### config.mk
export PLATFORM = sky130hd
export DESIGN_NAME = aair_div
export DESIGN_NICKNAME = d
export VERILOG_FILES = /design/src/assert_macros.svh /design/src/aair_div.sv
export SDC_FILE = /design/constraint.sdc
export NUM_CORES = 1
export LEC_CHECK = 0
export BUFFER_PORTS_ARGS = -buffer_cell sky130_fd_sc_hd__clkbuf_2
export CORE_MARGIN = 10
export CORE_UTILIZATION = 52
export CTS_CLUSTER_DIAMETER = 200
export DETAILED_ROUTE_END_ITERATION = 12
export PLACE_DENSITY = 0.85
export SYNTH_ARGS = -nofsm -noshare
export SYNTH_HDL_FRONTEND = slang
export SYNTH_SLANG_ARGS = --single-unit
### constraint.sdc
create_clock -name clk -period 8 [get_ports clk]
set_input_delay 0.8 -clock clk [delete_from_list [all_inputs] [get_ports clk]]
set_output_delay 0.8 -clock clk [all_outputs]
set_load 0.005 [all_outputs]
### src/assert_macros.svh
`ifndef ASSERT_MACROS_SVH
`define ASSERT_MACROS_SVH

// Checked only out of reset.
`define AAIR_ASSERT(lbl, prop, msg) \
    lbl: assert property (@(posedge clk) disable iff (!rst_n) prop) else $error(msg);

// Checked at every edge, reset included.
`define AAIR_ASSERT_ALWAYS(lbl, prop, msg) \
    lbl: assert property (@(posedge clk) prop) else $error(msg);

`endif

### src/aair_div.sv
module aair_div #(
    parameter int NW = 33,
    parameter int DW = 17
) (
    input  logic          clk,
    input  logic          rst_n,
    input  logic          start,
    input  logic [NW-1:0] dividend,
    input  logic [DW-1:0] divisor,
    output logic          busy,
    output logic          done,
    output logic [NW-1:0] quotient
);
    localparam int CNT_W = $clog2(NW + 1);

    logic             busy_reg;
    logic             done_reg;
    logic [CNT_W-1:0] cnt_reg;
    logic [DW-1:0]    rem_reg;
    logic [DW-1:0]    dsr_reg;
    logic [NW-1:0]    quo_reg;
    logic [DW:0]      trial;
    logic             fits;

    // Restoring division, one quotient bit a cycle.
    assign trial = {rem_reg, quo_reg[NW-1]};
    assign fits  = trial >= {1'b0, dsr_reg};

    always_ff @(posedge clk or negedge rst_n)
    begin
        if (!rst_n)
        begin
            busy_reg <= 1'b0;
            done_reg <= 1'b0;
            cnt_reg  <= '0;
        end
        else if (start)
        begin
            busy_reg <= 1'b1;
            done_reg <= 1'b0;
            cnt_reg  <= CNT_W'(NW);
        end
        else if (busy_reg)
        begin
            cnt_reg <= cnt_reg - 1'b1;
            if (cnt_reg == CNT_W'(1))
            begin
                busy_reg <= 1'b0;
                done_reg <= 1'b1;
            end
        end
        else
        begin
            done_reg <= 1'b0;
        end
    end

    always_ff @(posedge clk)
    begin
        if (start)
        begin
            quo_reg <= dividend;
            rem_reg <= '0;
            dsr_reg <= divisor;
        end
        else if (busy_reg)
        begin
            quo_reg <= {quo_reg[NW-2:0], fits};
            rem_reg <= fits ? DW'(trial - {1'b0, dsr_reg}) : trial[DW-1:0];
        end
    end

    assign busy     = busy_reg;
    assign done     = done_reg;
    assign quotient = quo_reg;
endmodule

-- Word level (Yosys, flattened, before mapping)
Index checks and enable logic that the tools add are counted.
- output and inout port bits: 35
- logic and storage cells: 23
- register bits after elaboration: 75
- multiplexer cells: 11
- magnitude comparators: 1
- reductions and logical operators: 1
- equal/unequal tests: 2
- add/sub/neg operators: 2
- operator list (cell ; number):
    2-to-1 mux 33 bit ; 2
    >= comparator 18 x 17 -> 1 bit ; 1
    2-to-1 mux 17 bit ; 1
    subtractor 17 bit ; 1
    2-to-1 mux 6 bit ; 2
    equality test 6 x 1 -> 1 bit (second input constant) ; 1
    2-to-1 mux 1 bit ; 6
    subtractor 6 x 1 -> 6 bit (second input constant) ; 1
    inequality test 3 x 2 -> 1 bit (second input constant) ; 1
    nonzero test 2 bit ; 1

-- Logic depth before layout (Yosys ltp)
- depth after elaboration: 4
- depth in mapped cells: 11
- gate-level depth less buffers: 10

-- Worst setup path after synthesis
No wires, ideal clock.
- path kind: reg2reg
- start point: register quo_reg[32] (netlist: quotient[32])
- end point: register quo_reg[0] (netlist: quotient[0]) (data pin)
- data arrival time: 2.479 ns
- period minus slack after synthesis: 2.739 ns
- stages on the path, launching flop included: 11
- setup slack: 5.261 ns
- path buffers: 1
- cells stage by stage: edfxtp_1 > inv_1 > ha_1 > inv_1 > fa_1 > a21o_1 > a221oi_4 > a211oi_2 > a211o_2 > buf_6 > mux2_2
- longest elaborated chain between the ends: 3
- RTL lines (item ; line ; source):
    from (decl) ; aair_div.sv:21 ; logic [NW-1:0] quo_reg;
    from (signal assigned) ; aair_div.sv:62 ; quo_reg <= dividend;
    from (signal assigned) ; aair_div.sv:68 ; quo_reg <= {quo_reg[NW-2:0], fits};
    >= comparator 18 x 17 -> 1 bit ; aair_div.sv:27 ; assign fits = trial >= {1'b0, dsr_reg};
    2-to-1 mux 33 bit ; aair_div.sv:66 ; else if (busy_reg)
    2-to-1 mux 33 bit ; aair_div.sv:60 ; if (start)
No other way between the ends. The select of a mux whose other input is x is not followed.
A chain may end at the register's enable or synchronous reset.

-- Worst setup path after layout
- start point: register quo_reg[32] (netlist: quotient[32])
- end point: register rem_reg[4]
- longest elaborated chain between the ends: 2
- RTL lines (item ; line ; source):
    subtractor 17 bit or >= comparator 18 x 17 -> 1 bit (tied branches) ; aair_div.sv:69, aair_div.sv:27 ;
    2-to-1 mux 17 bit * ; aair_div.sv:69 ; rem_reg <= fits ? DW'(trial - {1'b0, dsr_reg}) : trial[DW-1:0];
    to (signal assigned) ; aair_div.sv:69 ;
    to (decl) ; aair_div.sv:19 ; logic [DW-1:0] rem_reg;
Mark *: on every way between the ends. The rest lies on a longest branch, timed or not.

==> results.sh <==
export IMPL_critPathMaxStageDelay_ns=0.65
export IMPL_largest_reg_flops=33
export IMPL_avgSynthCellArea_um2=11.5
export IMPL_synth_nets=421
export IMPL_critical_path_class="reg2reg"
export IMPL_post_cts_buffers=0
export IMPL_diodes=0
export IMPL_whs_ns=0.280
export IMPL_crit_path_frequent_cell="inv_1"
export IMPL_grt_total_usage_pct=16.2
export IMPL_synth_area_um2=4020
export IMPL_routed_via_density=5.69
export IMPL_num_fill_cells=575
export IMPL_areaGrowthSynthToFinish_pct=17.1
export IMPL_place_gp_congestion=0.919
export IMPL_final_antenna_net_count=0
export IMPL_insertion_delay_ns=0.36
export IMPL_portBuffers=87
export IMPL_postCtsHoldBufs=0
export IMPL_worstPathCellList="inv_1 -> ha_1 -> inv_1 -> fa_1 -> a21o_1 -> a221oi_4 -> a211oi_2 -> a211oi_4 -> nand2_1 -> a311oi_1"
export IMPL_cts_buffers=9
export IMPL_max_freq_mhz=330
export IMPL_placed_area_um2=4500
export IMPL_p_leak_uw=0.00207
export IMPL_clock_skew_ns=0.0165
export IMPL_powerDensity_nw_per_um2=323
export IMPL_synthDistinctLibCells=56
export IMPL_synth_seq_area_share_pct=50.8
export IMPL_cts_tree="yes"
export IMPL_hold_path_class="in2async"
export IMPL_power_uw=1520
export IMPL_ys_seq_elements=75
export IMPL_vias=3044
export IMPL_die_area_um2=11600
export IMPL_clk_pin_slew_ns=0.09
export IMPL_fin_crit_ns=3.03
export IMPL_rsz0062_at_grt="no"
export IMPL_routedWlPerCell_um=17.2
export IMPL_drt_iter0_drc=206
export IMPL_finalSetupViolCount=0
export IMPL_syn_inst=348
export IMPL_core_area_um2=7370
export IMPL_slowest_stage="a211oi_4"
export IMPL_rows=31
export IMPL_grt_pass1_vias=3100
export IMPL_arrival_ns=3.28
export IMPL_dieHeight_um=108
export IMPL_tightestPinTransition_ns=1.24
export IMPL_ys_warn_count=0
export IMPL_slew_headroom_pct=17.4
export IMPL_grt_pass1_wl_mm=15.0
export IMPL_maxCapViolations=0
export IMPL_period_share_pct=37.8
export IMPL_grt_max_degree=69
export IMPL_drc_errors=0
export IMPL_start_util_pct=54.5
export IMPL_worstPathRequired_ns=8.25
export IMPL_first_pass_iters=5
export IMPL_dp_cells=519
export IMPL_drive_gt1_share_pct=34.4
export IMPL_fp_dieW_um=108
export IMPL_end_kind="flop"
export IMPL_finalNonFillerCells=535
export IMPL_crit_fanout=15
export IMPL_cts_htree_levels=3
export IMPL_hold_violations=0
export IMPL_stdcell_area_um2=4700
export IMPL_dp_hpwl_mm=6.87
export IMPL_final_nets=504
export IMPL_final_max_slew_violation_count=0
export IMPL_globalRouteOverflowTotal=0
export IMPL_cts_sinks=75
export IMPL_outcome="complete, no violations"
export IMPL_ctsResizeCount=0
export IMPL_r2r_cells=10
export IMPL_cts_root_buf="clkbuf_8"
export IMPL_postRouteWirelength_mm=9.21
export IMPL_fin_tns_setup_ns=0
export IMPL_start_kind="flop"
export IMPL_ir_worst_vdd_mv=0.164
export IMPL_antenna_found_initial=0
export IMPL_cts_buffer_depth=2
export IMPL_io_pins=88
-- placed cells by master, fill, tap and decap left out, types with 11 or more instances in the layout --
cell type	n
a21oi_1	14
a21o_1	11
dfxtp_1	17
inv_1	22
o21ai_0	14
ha_1	19
nor2_1	19
clkbuf_2	87
mux2_2	34
edfxtp_1	50
nand2_1	28
xor2_1	11
-- power by group --
part / internal, uW / switching (uW)
Clock: 146 / 152
Combinational: 275 / 347
Sequential: 524 / 75.6
-- metal layers --
| metal | GRT usage [%] | routed length (um) |
|---|---|---|
| met3 | 7.72 | 784 |
| met1 | 19.1 | 3900 |
| met2 | 25.7 | 4430 |
| met4 | 4.48 | 102 |
| met5 | 0 | 0 |
-- path summary, 6_finish.rpt --
path | slack, ns | to | start
setup / recovery | 4.97 | rem_reg[4]$_SDFFE_PP0P_ | quotient[32]$_DFFE_PP_
hold / removal | 0.28 | done$_DFFE_PN0P_ | rst_n
setup reg to reg | 4.97 | rem_reg[4]$_SDFFE_PP0P_ | quotient[32]$_DFFE_PP_
hold reg to reg | 0.46 | rem_reg[16]$_SDFFE_PP0P_ | rem_reg[16]$_SDFFE_PP0P_
max in group asynchronous | 7.54 | cnt_reg[1]$_DFFE_PN0P_ | rst_n
min in group clk | 0.46 | rem_reg[16]$_SDFFE_PP0P_ | rem_reg[16]$_SDFFE_PP0P_
-- cell type report --
class	instances	area, um^2	area share (%)
clock buffer	9	124	2.63
clock inverter	7	75.1	1.60
tap	99	124	2.63
sequential	75	2040	43.4
timing repair buffer	89	450	9.58
multi-input combinational	234	1810	38.4
inverter	22	82.6	1.76
-- stage by stage --
| stage | util (%) | worst slack (ns) |
|---|---|---|
| 3_3_place_gp | 61.1 | 4.77 |
| 6_report | 63.8 | 4.97 |
| 3_5_place_dp | 61.1 | 4.69 |
| 5_1_grt | 63.8 | 4.75 |
| 4_1_cts | 63.8 | 5.02 |
| 2_1_floorplan | - | 5.26 |
-- cells in the mapped netlist, drive strengths merged --
cell | n | share of area [%]
a221oi | 3 | 1.2
o31ai | 2 | 0.37
a311o | 1 | 0.25
or3b | 1 | 0.22
or3 | 1 | 0.16
dfxtp | 17 | 8.5
xnor2 | 7 | 1.5
buf | 8 | 1.3
edfxtp | 50 | 37
a211oi | 5 | 1.4
nor3 | 3 | 0.37
o22ai | 1 | 0.16
a21oi | 14 | 1.7
or2 | 1 | 0.16
xor2 | 11 | 2.4
dfrtp | 8 | 5.0
mux2 | 34 | 9.5
clkbuf | 9 | 0.84
and3 | 3 | 0.59
a21o | 11 | 2.1
a211o | 2 | 0.47
a32oi | 5 | 1.1
nand3 | 7 | 0.87
and2 | 1 | 0.16
o21bai | 3 | 0.56
nand2b | 7 | 1.1
o21ai | 15 | 1.9
a41oi | 1 | 0.22
a311oi | 6 | 1.5
o21a | 3 | 0.56
and4 | 2 | 0.44
nand2 | 29 | 2.8
inv | 22 | 2.1
o211ai | 3 | 0.56
nor4b | 1 | 0.22
ha | 19 | 5.9
a22oi | 1 | 0.19
fa | 1 | 0.50
a31o | 2 | 0.44
o2111ai | 1 | 0.22
nor2b | 3 | 0.47
nor2 | 19 | 1.8
mux2i | 2 | 0.50
nor4 | 1 | 0.16
nand4 | 2 | 0.31
-- cell families after synthesis --
kind of cell | synth area share, %
mux | 10.0
flops | 50.8
fa+ha+maj | 6.42
buf+inv | 4.24
compound gates | 14.8
xor+xnor | 3.92
simple gates | 9.75
-- worst max-delay path: cells and delay by family, from the launching register on --
kind,cells,cell delay (ns)
AO/OA/AOI/OAI,5,1.68
adder cells (fa/ha/maj),2,0.55
buffers and inverters,2,0.14
flip-flops,1,0.42
AND/OR/NAND/NOR,1,0.14
No activity file was read; power rests on OpenSTA's default activity.
